File: config.mk
export PLATFORM = sky130hd
export DESIGN_NAME = disjoint_range_table
export DESIGN_NICKNAME = d
export VERILOG_FILES = /design/src/hw/rtl/drt_pkg.sv /design/src/hw/rtl/drt_front.sv /design/src/hw/rtl/drt_back.sv /design/src/hw/rtl/disjoint_range_table.sv
export SDC_FILE = /design/constraint.sdc
export NUM_CORES = 2
export LEC_CHECK = 0
export ABC_CLOCK_PERIOD_IN_PS = 14400
export BUFFER_PORTS_ARGS = -buffer_cell sky130_fd_sc_hd__buf_4
export CORE_ASPECT_RATIO = 2
export CORE_UTILIZATION = 30
export DETAILED_ROUTE_END_ITERATION = 12
export PLACE_DENSITY = 0.52
export SETUP_SLACK_MARGIN = 0.1
export SLEW_MARGIN = 5
export SYNTH_ARGS = -nofsm -noshare
export SYNTH_HDL_FRONTEND = slang
export SYNTH_MEMORY_MAX_BITS = 65536
export SYNTH_SLANG_ARGS = --single-unit
File: constraint.sdc
create_clock -name clk -period 14.4 [get_ports clk]
set_input_delay 2.16 -clock clk [delete_from_list [all_inputs] [get_ports clk]]
set_output_delay 2.16 -clock clk [all_outputs]
set_load 0.01 [all_outputs]
File: src/hw/rtl/drt_pkg.sv
// Shared types and codes for the disjoint range table.
package drt_pkg;

  // Result status codes.
  localparam logic [1:0] ST_DONE      = 2'd0;
  localparam logic [1:0] ST_OVERLAP   = 2'd1;
  localparam logic [1:0] ST_NOT_FOUND = 2'd2;
  localparam logic [1:0] ST_FULL      = 2'd3;

  // Input action codes.
  localparam logic ACT_INSERT = 1'b0;

  // Operation class decided by the front end.
  typedef enum logic [1:0] {
    OP_INSERT,
    OP_REJECT,
    OP_REMOVE
  } op_t;

  // One queued operation.
  typedef struct packed {
    op_t         op;
    logic [63:0] range_start;
    logic [63:0] range_end;
  } item_t;

endpackage

File: src/hw/rtl/drt_front.sv
// Front end: takes commands, classifies them and holds them in a two-entry queue.
module drt_front (
  input  logic           clk,
  input  logic           rst_n,
  input  logic           start,
  output logic           busy,
  input  logic           in_action,
  input  logic [63:0]    in_range_start,
  input  logic [63:0]    in_range_end,
  output logic           q_valid,
  output drt_pkg::item_t q_item,
  input  logic           q_pop
);
  import drt_pkg::*;

  item_t       q_mem_r [2];
  logic        wr_ptr_r;
  logic        rd_ptr_r;
  logic [1:0]  fill_r;
  logic        push;
  item_t       new_item;

  // An insert with an inverted range is rejected without touching the table.
  always_comb begin
    new_item.range_start = in_range_start;
    new_item.range_end   = in_range_end;
    if (in_action == ACT_INSERT) begin
      new_item.op = (in_range_start > in_range_end) ? OP_REJECT : OP_INSERT;
    end else begin
      new_item.op = OP_REMOVE;
    end
  end

  assign busy    = (fill_r == 2'd2);
  assign push    = start && !busy;
  assign q_valid = (fill_r != 2'd0);
  assign q_item  = q_mem_r[rd_ptr_r];

  // Queue storage.
  always_ff @(posedge clk) begin
    if (push) begin
      q_mem_r[wr_ptr_r] <= new_item;
    end
  end

  // Queue pointers and fill level.
  always_ff @(posedge clk) begin
    if (!rst_n) begin
      wr_ptr_r <= 1'b0;
      rd_ptr_r <= 1'b0;
      fill_r   <= 2'd0;
    end else begin
      if (push) begin
        wr_ptr_r <= ~wr_ptr_r;
      end
      if (q_pop) begin
        rd_ptr_r <= ~rd_ptr_r;
      end
      case ({push, q_pop})
        2'b10:   fill_r <= fill_r + 2'd1;
        2'b01:   fill_r <= fill_r - 2'd1;
        default: fill_r <= fill_r;
      endcase
    end
  end

endmodule

File: src/hw/rtl/drt_back.sv
// Back end: scans the slot memory one slot per cycle and applies each operation.
module drt_back #(
  parameter int ENTRIES = 32
) (
  input  logic           clk,
  input  logic           rst_n,
  input  logic           q_valid,
  input  drt_pkg::item_t q_item,
  output logic           q_pop,
  output logic           out_valid,
  output logic [1:0]     out_status,
  output logic [5:0]     out_entry_count,
  output logic           out_is_empty,
  output logic [63:0]    out_leftmost_start,
  output logic [63:0]    out_leftmost_end
);
  import drt_pkg::*;

  localparam int IW = $clog2(ENTRIES);
  localparam int CW = $clog2(ENTRIES + 1);
  localparam logic [IW-1:0] LAST = IW'(ENTRIES - 1);

  typedef enum logic [1:0] {
    S_IDLE,
    S_SCAN,
    S_DRAIN,
    S_FIN
  } state_t;

  state_t        state_r;
  item_t         cur_r;
  logic [IW-1:0] idx_r;
  logic          chk_v_r;
  logic [IW-1:0] chk_idx_r;
  logic [63:0]   rd_start_r;
  logic [63:0]   rd_end_r;
  logic [63:0]   mem_start [ENTRIES];
  logic [63:0]   mem_end   [ENTRIES];
  logic [ENTRIES-1:0] valid_r;
  logic [CW-1:0] cnt_r;

  // Scan accumulators.
  logic          ov_r;
  logic          found_r;
  logic [IW-1:0] found_idx_r;
  logic          free_found_r;
  logic [IW-1:0] free_idx_r;
  logic          any_r;
  logic [63:0]   min_s_r;
  logic [63:0]   min_e_r;

  logic          ins_ok;
  logic          rem_ok;
  logic          new_min;
  logic [CW-1:0] cnt_fin;

  assign q_pop = (state_r == S_IDLE) && q_valid;

  // Outcome of the finished scan.
  always_comb begin
    ins_ok  = (cur_r.op == OP_INSERT) && !ov_r && free_found_r;
    rem_ok  = (cur_r.op == OP_REMOVE) && found_r;
    new_min = ins_ok && (!any_r || (cur_r.range_end < min_e_r));
    if (ins_ok) begin
      cnt_fin = cnt_r + CW'(1);
    end else if (rem_ok) begin
      cnt_fin = cnt_r - CW'(1);
    end else begin
      cnt_fin = cnt_r;
    end
  end

  // Slot memory: one read per scan cycle, one write when an insert lands.
  always_ff @(posedge clk) begin
    rd_start_r <= mem_start[idx_r];
    rd_end_r   <= mem_end[idx_r];
    if ((state_r == S_FIN) && ins_ok) begin
      mem_start[free_idx_r] <= cur_r.range_start;
      mem_end[free_idx_r]   <= cur_r.range_end;
    end
  end

  // Sequencer, slot evaluation and result register.
  always_ff @(posedge clk) begin
    if (!rst_n) begin
      state_r   <= S_IDLE;
      idx_r     <= '0;
      chk_v_r   <= 1'b0;
      valid_r   <= '0;
      cnt_r     <= '0;
      out_valid <= 1'b0;
    end else begin
      out_valid <= 1'b0;
      chk_v_r   <= (state_r == S_SCAN);
      chk_idx_r <= idx_r;
      case (state_r)
        S_IDLE: begin
          if (q_valid) begin
            cur_r        <= q_item;
            idx_r        <= '0;
            ov_r         <= 1'b0;
            found_r      <= 1'b0;
            free_found_r <= 1'b0;
            any_r        <= 1'b0;
            state_r      <= S_SCAN;
          end
        end
        S_SCAN: begin
          if (idx_r == LAST) begin
            state_r <= S_DRAIN;
          end else begin
            idx_r <= idx_r + IW'(1);
          end
        end
        S_DRAIN: begin
          state_r <= S_FIN;
        end
        S_FIN: begin
          if (ins_ok) begin
            valid_r[free_idx_r] <= 1'b1;
          end
          if (rem_ok) begin
            valid_r[found_idx_r] <= 1'b0;
          end
          cnt_r     <= cnt_fin;
          out_valid <= 1'b1;
          case (cur_r.op)
            OP_INSERT: out_status <= ov_r ? ST_OVERLAP :
                                     (free_found_r ? ST_DONE : ST_FULL);
            OP_REMOVE: out_status <= found_r ? ST_DONE : ST_NOT_FOUND;
            default:   out_status <= ST_OVERLAP;
          endcase
          out_entry_count <= 6'(cnt_fin);
          out_is_empty    <= (cnt_fin == '0);
          if (new_min) begin
            out_leftmost_start <= cur_r.range_start;
            out_leftmost_end   <= cur_r.range_end;
          end else if (any_r) begin
            out_leftmost_start <= min_s_r;
            out_leftmost_end   <= min_e_r;
          end else begin
            out_leftmost_start <= '0;
            out_leftmost_end   <= '0;
          end
          state_r <= S_IDLE;
        end
        default: state_r <= S_IDLE;
      endcase

      // Evaluate the slot whose data arrived from the memory this cycle.
      if (chk_v_r) begin
        if (valid_r[chk_idx_r]) begin
          if ((rd_start_r <= cur_r.range_end) && (cur_r.range_start <= rd_end_r)) begin
            ov_r <= 1'b1;
          end
          if ((cur_r.op == OP_REMOVE) && (rd_end_r == cur_r.range_end)) begin
            found_r     <= 1'b1;
            found_idx_r <= chk_idx_r;
          end else if (!any_r || (rd_end_r < min_e_r)) begin
            any_r   <= 1'b1;
            min_s_r <= rd_start_r;
            min_e_r <= rd_end_r;
          end
        end else if (!free_found_r) begin
          free_found_r <= 1'b1;
          free_idx_r   <= chk_idx_r;
        end
      end
    end
  end

endmodule

File: src/hw/rtl/disjoint_range_table.sv
// Top level of the disjoint range table: front queue plus scanning back end.
//
// A table of up to ENTRIES non-overlapping closed ranges. Each command is
// taken when start is high and busy is low; up to two commands wait in a
// queue while the back end works. The back end scans the slot memory one
// slot per cycle through its single read port and pops no new command from
// the queue until it has passed through its scan, drain and finish states.
// Each result is shown for one cycle with out_valid high and must be taken
// then; the receiver cannot stall.
module disjoint_range_table #(
  parameter int ENTRIES = 32
) (
  input  logic        clk,
  input  logic        rst_n,
  input  logic        start,
  output logic        busy,
  input  logic        in_action,
  input  logic [63:0] in_range_start,
  input  logic [63:0] in_range_end,
  output logic        out_valid,
  output logic [1:0]  out_status,
  output logic [5:0]  out_entry_count,
  output logic        out_is_empty,
  output logic [63:0] out_leftmost_start,
  output logic [63:0] out_leftmost_end
);
  import drt_pkg::*;

  logic  q_valid;
  logic  q_pop;
  item_t q_item;

  // Command intake and queue.
  drt_front u_front (
    .clk            (clk),
    .rst_n          (rst_n),
    .start          (start),
    .busy           (busy),
    .in_action      (in_action),
    .in_range_start (in_range_start),
    .in_range_end   (in_range_end),
    .q_valid        (q_valid),
    .q_item         (q_item),
    .q_pop          (q_pop)
  );

  // Table scan and update.
  drt_back #(.ENTRIES(ENTRIES)) u_back (
    .clk                (clk),
    .rst_n              (rst_n),
    .q_valid            (q_valid),
    .q_item             (q_item),
    .q_pop              (q_pop),
    .out_valid          (out_valid),
    .out_status         (out_status),
    .out_entry_count    (out_entry_count),
    .out_is_empty       (out_is_empty),
    .out_leftmost_start (out_leftmost_start),
    .out_leftmost_end   (out_leftmost_end)
  );

endmodule

### After elaboration in Yosys (flattened, before gate mapping)

Memories as Yosys holds them, arrays and structs flattened. A register that Yosys moved wholly into a read port is not among the register bits.
Index checks and enable logic that the tools add are counted.

| cells by class | value |
|---|---|
| $add $sub $neg | 5 |
| magnitude comparators | 10 |
| equality and inequality tests | 12 |
| muxes and demuxes | 55 |
| bitwise logic cells | 8 |
| reduce and logical (&&, ||, !) cells | 29 |

Operator list:

| operator | count |
|---|---|
| 2-to-1 mux 64 bit | 4 |
| less-or-equal comparator 64 bit | 2 |
| < comparator 64 bit | 2 |
| 2-to-1 mux 32 bit | 4 |
| == test 64 bit | 1 |
| > comparator 64 bit | 1 |
| AND 32 bit | 1 |
| NOT 32 bit | 1 |
| OR 32 bit | 1 |
| 2-to-1 mux 1 bit | 30 |
| < comparator 5 x 6 -> 1 bit, second input constant | 3 |
| 2-to-1 mux 2 bit | 6 |
| 2-to-1 mux 6 bit | 2 |
| logical AND 1 bit | 11 |
| demux 1 bit (select 5 bit) | 2 |
| == test 2 bit, second input constant | 5 |
| greater-or-equal comparator 5 x 1 -> 1 bit, second input constant | 2 |
| 2-to-1 mux 5 bit | 2 |
| one-hot mux 5 bit (2 select lines) | 1 |
| one-hot mux 2 bit (2 select lines) | 2 |
| one-hot mux 2 bit (4 select lines) | 1 |
| AND reduction 4 bit | 2 |
| adder 6 x 1 -> 6 bit, second input constant | 1 |
| zero test 6 bit | 1 |
| 17 further kinds | 31 |

| word-level totals | value |
|---|---|
| flip-flop bits (word level) | 335 |
| RAM bits | 4356 |
| input bits | 132 |
| output and inout bits | 139 |
| logic and storage cells | 145 |
| memories | 3 |

Memories:

| name | depth | bits a word | rd ports | clocked after Yosys merged registers in | write ports | RTL line | source |
|---|---|---|---|---|---|---|---|
| u_back.mem_end | 32 | 64 | 1 | 1 | 1 | drt_back.sv:38 | `logic [63:0] mem_end [ENTRIES];` |
| u_back.mem_start | 32 | 64 | 1 | 1 | 1 | drt_back.sv:37 | `logic [63:0] mem_start [ENTRIES];` |
| u_front.q_mem_r | 2 | 130 | 1 | 1 | 1 | drt_front.sv:16 | `item_t q_mem_r [2];` |

### Depth between registers and ports, before layout

| logic depth | value |
|---|---|
| depth after elaboration | 10 |
| gate-level depth with buffers | 11 |
| mapped depth without buffers | 9 |

### Hierarchy

From an unflattened synthesis, not the netlist that was laid out.

| second synthesis, totals | value |
|---|---|
| cell total of the unflattened synthesis | 8633 |
| area, all modules | 192713.6 µm² |

Modules (own cells, without submodules):

| module | times used | cells each | area each (µm²) | sequential area each (µm²) |
|---|---|---|---|---|
| drt_back | 1 | 7978 | 181455.3 | 138933.2 |
| drt_front | 1 | 655 | 11258.3 | 7907.6 |

### Least setup slack after synthesis

No wires, ideal clock.

| timing | value |
|---|---|
| path type | input port to flip-flop |
| start | in rst_n |
| end | reg u_back.cur_r[0] in the netlist's numbering, enable pin |
| library setup time | 621 ps |
| arrival time | 8306 ps |
| required time | 13779 ps |
| path slack | 5473 ps |
| cell stages on the path | 4 |
| buffers on the path | 2 |
| cells stage by stage | clkbuf_1 clkinv_1 clkbuf_1 nor2_1 |

| between the ends | value |
|---|---|
| cells in the longest elaborated chain, start to end | 1 |

RTL lines:

| what | RTL line | source |
|---|---|---|
| start: declaration | disjoint_range_table.sv:14 | `input logic rst_n,` |
| AND reduction 3 bit (no source line) | -- |  |
| end signal: assignment | drt_back.sv:99 | `cur_r <= q_item;` |
| end: declaration | drt_back.sv:31 | `item_t cur_r;` |

Every way passes these cells.
A chain may end at the register's enable or synchronous reset.

### Final worst setup path

| timing | value |
|---|---|
| start | in rst_n |
| end | reg u_back.cur_r[9] in the netlist's numbering, enable pin |

The elaborated chain is that of the path after synthesis.

==> reports/results.tsv <==
stage	metric	value	unit
global_routing	grt_first_pass_wirelength	816.4	mm
timing	maxSlewHeadroom	8.292	%
final_layout	fillCellCount	58295	
drt	wl_per_cell	33.91	µm
synth	ys_top_cells_by_count	4770 x edfxtp_1, 1290 x mux4_2, 327 x ha_1, 269 x inv_1, 259 x mux2_2	
global_routing	grt_usage	18.33	%
clock_network	clockBufferDepth	4	
hold_path	hold_path_class	reg2reg	
synth	ys_seq_area_share	76.68	%
clock_network	clock_sinks	4949	
drt	firstDrtPassIters	5	
setup_path	cp_max_fo	49	
drt	via_per_inst	5.199	
synth	synthArstFlopShare	0	%
placed_design	gp_congestion	0.8650	
synth	synth_edf_count	4770	
timing	setup_tns	0	ps
timing	final_max_slew_viol_count	0	
placed_design	port_buffers	270	
floorplan	dieHeight	1.132	mm
setup_path	cp_slowest_cell	buf_4	
final_layout	nets	9486	
clock_network	clk_latency	1000	ps
final_layout	syn_to_final_growth	14.58	%
timing	hold_slack	459.5	ps
synth	syn_area	191500	µm²
floorplan	fp.dieArea	641600	µm²
synth	syn_nets	8830	
outcome	status	finished, final reports clean	
pwr	p_leak	67.61	nW
setup_path	worst_path_largest_cell_delay	880	ps
final_layout	finish.utilization	34.52	%
final_layout	final_cell_area	219400	µm²
clock_network	cts_resized	0	
drt	vias	92131	
timing	finalCriticalPeriod	5773	ps
final_layout	multi_input_area	42340	µm²
synth	synth_cell_type_count	68	
synth	synth_area_leaders	edfxtp_1 75%, mux4_2 15%, ha_1 2.1%	
drt	ant_nets	0	
timing	skew	100.8	ps
final_layout	final_layout_size_suffix_gt1_share	30.61	%
placed_design	placed_cell_area	205500	µm²
clock_network	cts.htree.levels	5	
floorplan	core	635600	µm²
synth	synth.most_common_cell	edfxtp_1	
synth	ys_warn_count	0	
synth	syn_area_per_cell	22.87	µm²
final_layout	seq_area	146800	µm²
global_routing	overflow	0	
global_routing	grt_pass1_vias	96047	
timing	hold_viol_final	0	
drt	drc_errors	0	
timing	fin_crit_sh	40.09	%
setup_path	crit_path_end_kind	flop	
clock_network	tritoncts	done	
synth	yosysTopAreaCellShare	74.81	%
clock_network	cts-root-buf	clkbuf_16	
flow_run	max_cap_viol_count	0	
timing	rsz0062_at_grt	false	
setup_path	critical_path.top_delay_family	buffers and inverters	
floorplan	ios	271	
setup_path	crit_top_cell	buf_4	
floorplan	start_util	30.13	%
setup_path	start_kind	primary input	
pwr	power_density	151.8	nW/µm²
timing	fmax	173.2	MHz
timing	tightest_slew	1361	ps
global_routing	grt_max_degree	142	
setup_path	path_class	in2reg	
global_routing	antenna_found_initial	43	
setup_path	cp_num_buf_inv	5	
setup_path	crit_arrival	6340	ps
synth	ys_ff_latch	4949	
setup_path	path_cells	buf_4, clkinv_1, nor2_4, buf_4, buf_4, buf_4	
synth	syn-instance-count	8371	
placed_design	hpwl	355.2	mm
clock_network	cts_buffers	410	
clock_network	clk_pin_slew	70	ps
floorplan	num_rows	414	
synth	synth_flop_cell	edfxtp_1	
drt	dr.first_iter.drc_count	9777	
clock_network	cts_setup_buffers	0	
synth	synth.largest_area_cell	edfxtp_1	
floorplan	die_x	566.9	µm
setup_path	crit_required	14970	ps
pwr	ir_worst_vdd	0.1342	mV
pwr	p_total	0.03330	W
timing	setup-violations-final	0	
clock_network	ctsHoldBuffers	0	
drt	wl	600.8	mm
## where the power goes
group	internal [W]	switching [W]
Clock	0.00623	0.00538
Sequential	0.0167	0.000280
Combinational	0.00175	0.00292
## layer usage
metal	GRT usage, %	routed length, µm
met5	0	13
met3	1.929	30130
met4	7.040	25680
met1	22.52	231500
met2	33.00	313500
## final cells by class
| cell class | instances | area share (%) |
|---|---|---|
| tap | 8320 | 4.745 |
| antenna | 25 | 0.02852 |
| sequential | 4949 | 66.93 |
| multi-input combinational | 2796 | 19.30 |
| clock buffer | 506 | 4.951 |
| clock inverter | 254 | 1.299 |
| timing repair buffer | 600 | 2.281 |
| inverter | 270 | 0.4620 |
## worst reg2reg max path, cell delays in order (launching register included)
cell and delay, ps:
edfxtp_1 400, nand2b_1 200, nor3_2 120, buf_4 240
nand2_1 100, nor2_1 210, nand3b_1 360, nor2_4 680
buf_4 740, buf_4 1050, buf_4 990
## flip-flops by register name (all words and copies together) (netlist names), 64 cells and up
name                       cells
u_back.mem_end              2048
u_back.mem_start            2048
u_front.q_mem_r              260
u_back.cur_r                 130
u_back.min_e_r                64
u_back.min_s_r                64
u_back.out_leftmost_end       64
u_back.out_leftmost_start     64
u_back.rd_end_r               64
u_back.rd_start_r             64
## worst paths after layout
kind                                 start                                 to  slack (ps)  cells after the start
max                                  rst_n          u_back.cur_r[9]$_DFFE_PP_        8630                      6
min          u_back.rd_start_r[13]$_DFF_P_       u_back.min_s_r[13]$_DFFE_PP_         460                      0
max reg2reg          u_back.ov_r$_DFFE_PP_  u_back.mem_start[8][23]$_DFFE_PP_        8780                     10
min reg2reg  u_back.rd_start_r[13]$_DFF_P_       u_back.min_s_r[13]$_DFFE_PP_         460                      0
## logic make-up (layout without fill, tap and decap cells)
family	count (synthesis)	count (layout)	synth area share, %
mux	1555	1555	16.73
fa+ha+maj	327	327	2.137
compound gates	458	458	1.737
other cells	0	25	0
buf+inv	626	1630	1.385
simple gates	390	390	1.031
flops	4949	4949	76.68
xor+xnor	66	66	0.3019
## placed cells by master, fill, tap and decap left out, types with 90 or more instances in the layout
master and instances:
dfxtp_1 173, clkbuf_16 412, buf_4 563, inv_1 269, ha_1 327, edfxtp_1 4770
mux4_2 1290, a22o_1 130, nand2_1 90, mux2_2 259, a21oi_1 114
## through the flow
step,setup slack [ps],instances
after CTS,8650,17690
final,8627,17720
after floorplan,5473,8371
after detailed placement,7618,16930
after global placement,7702,16929
after global routing,8480,17702
Note: power is estimated with default switching activity, not from simulation.
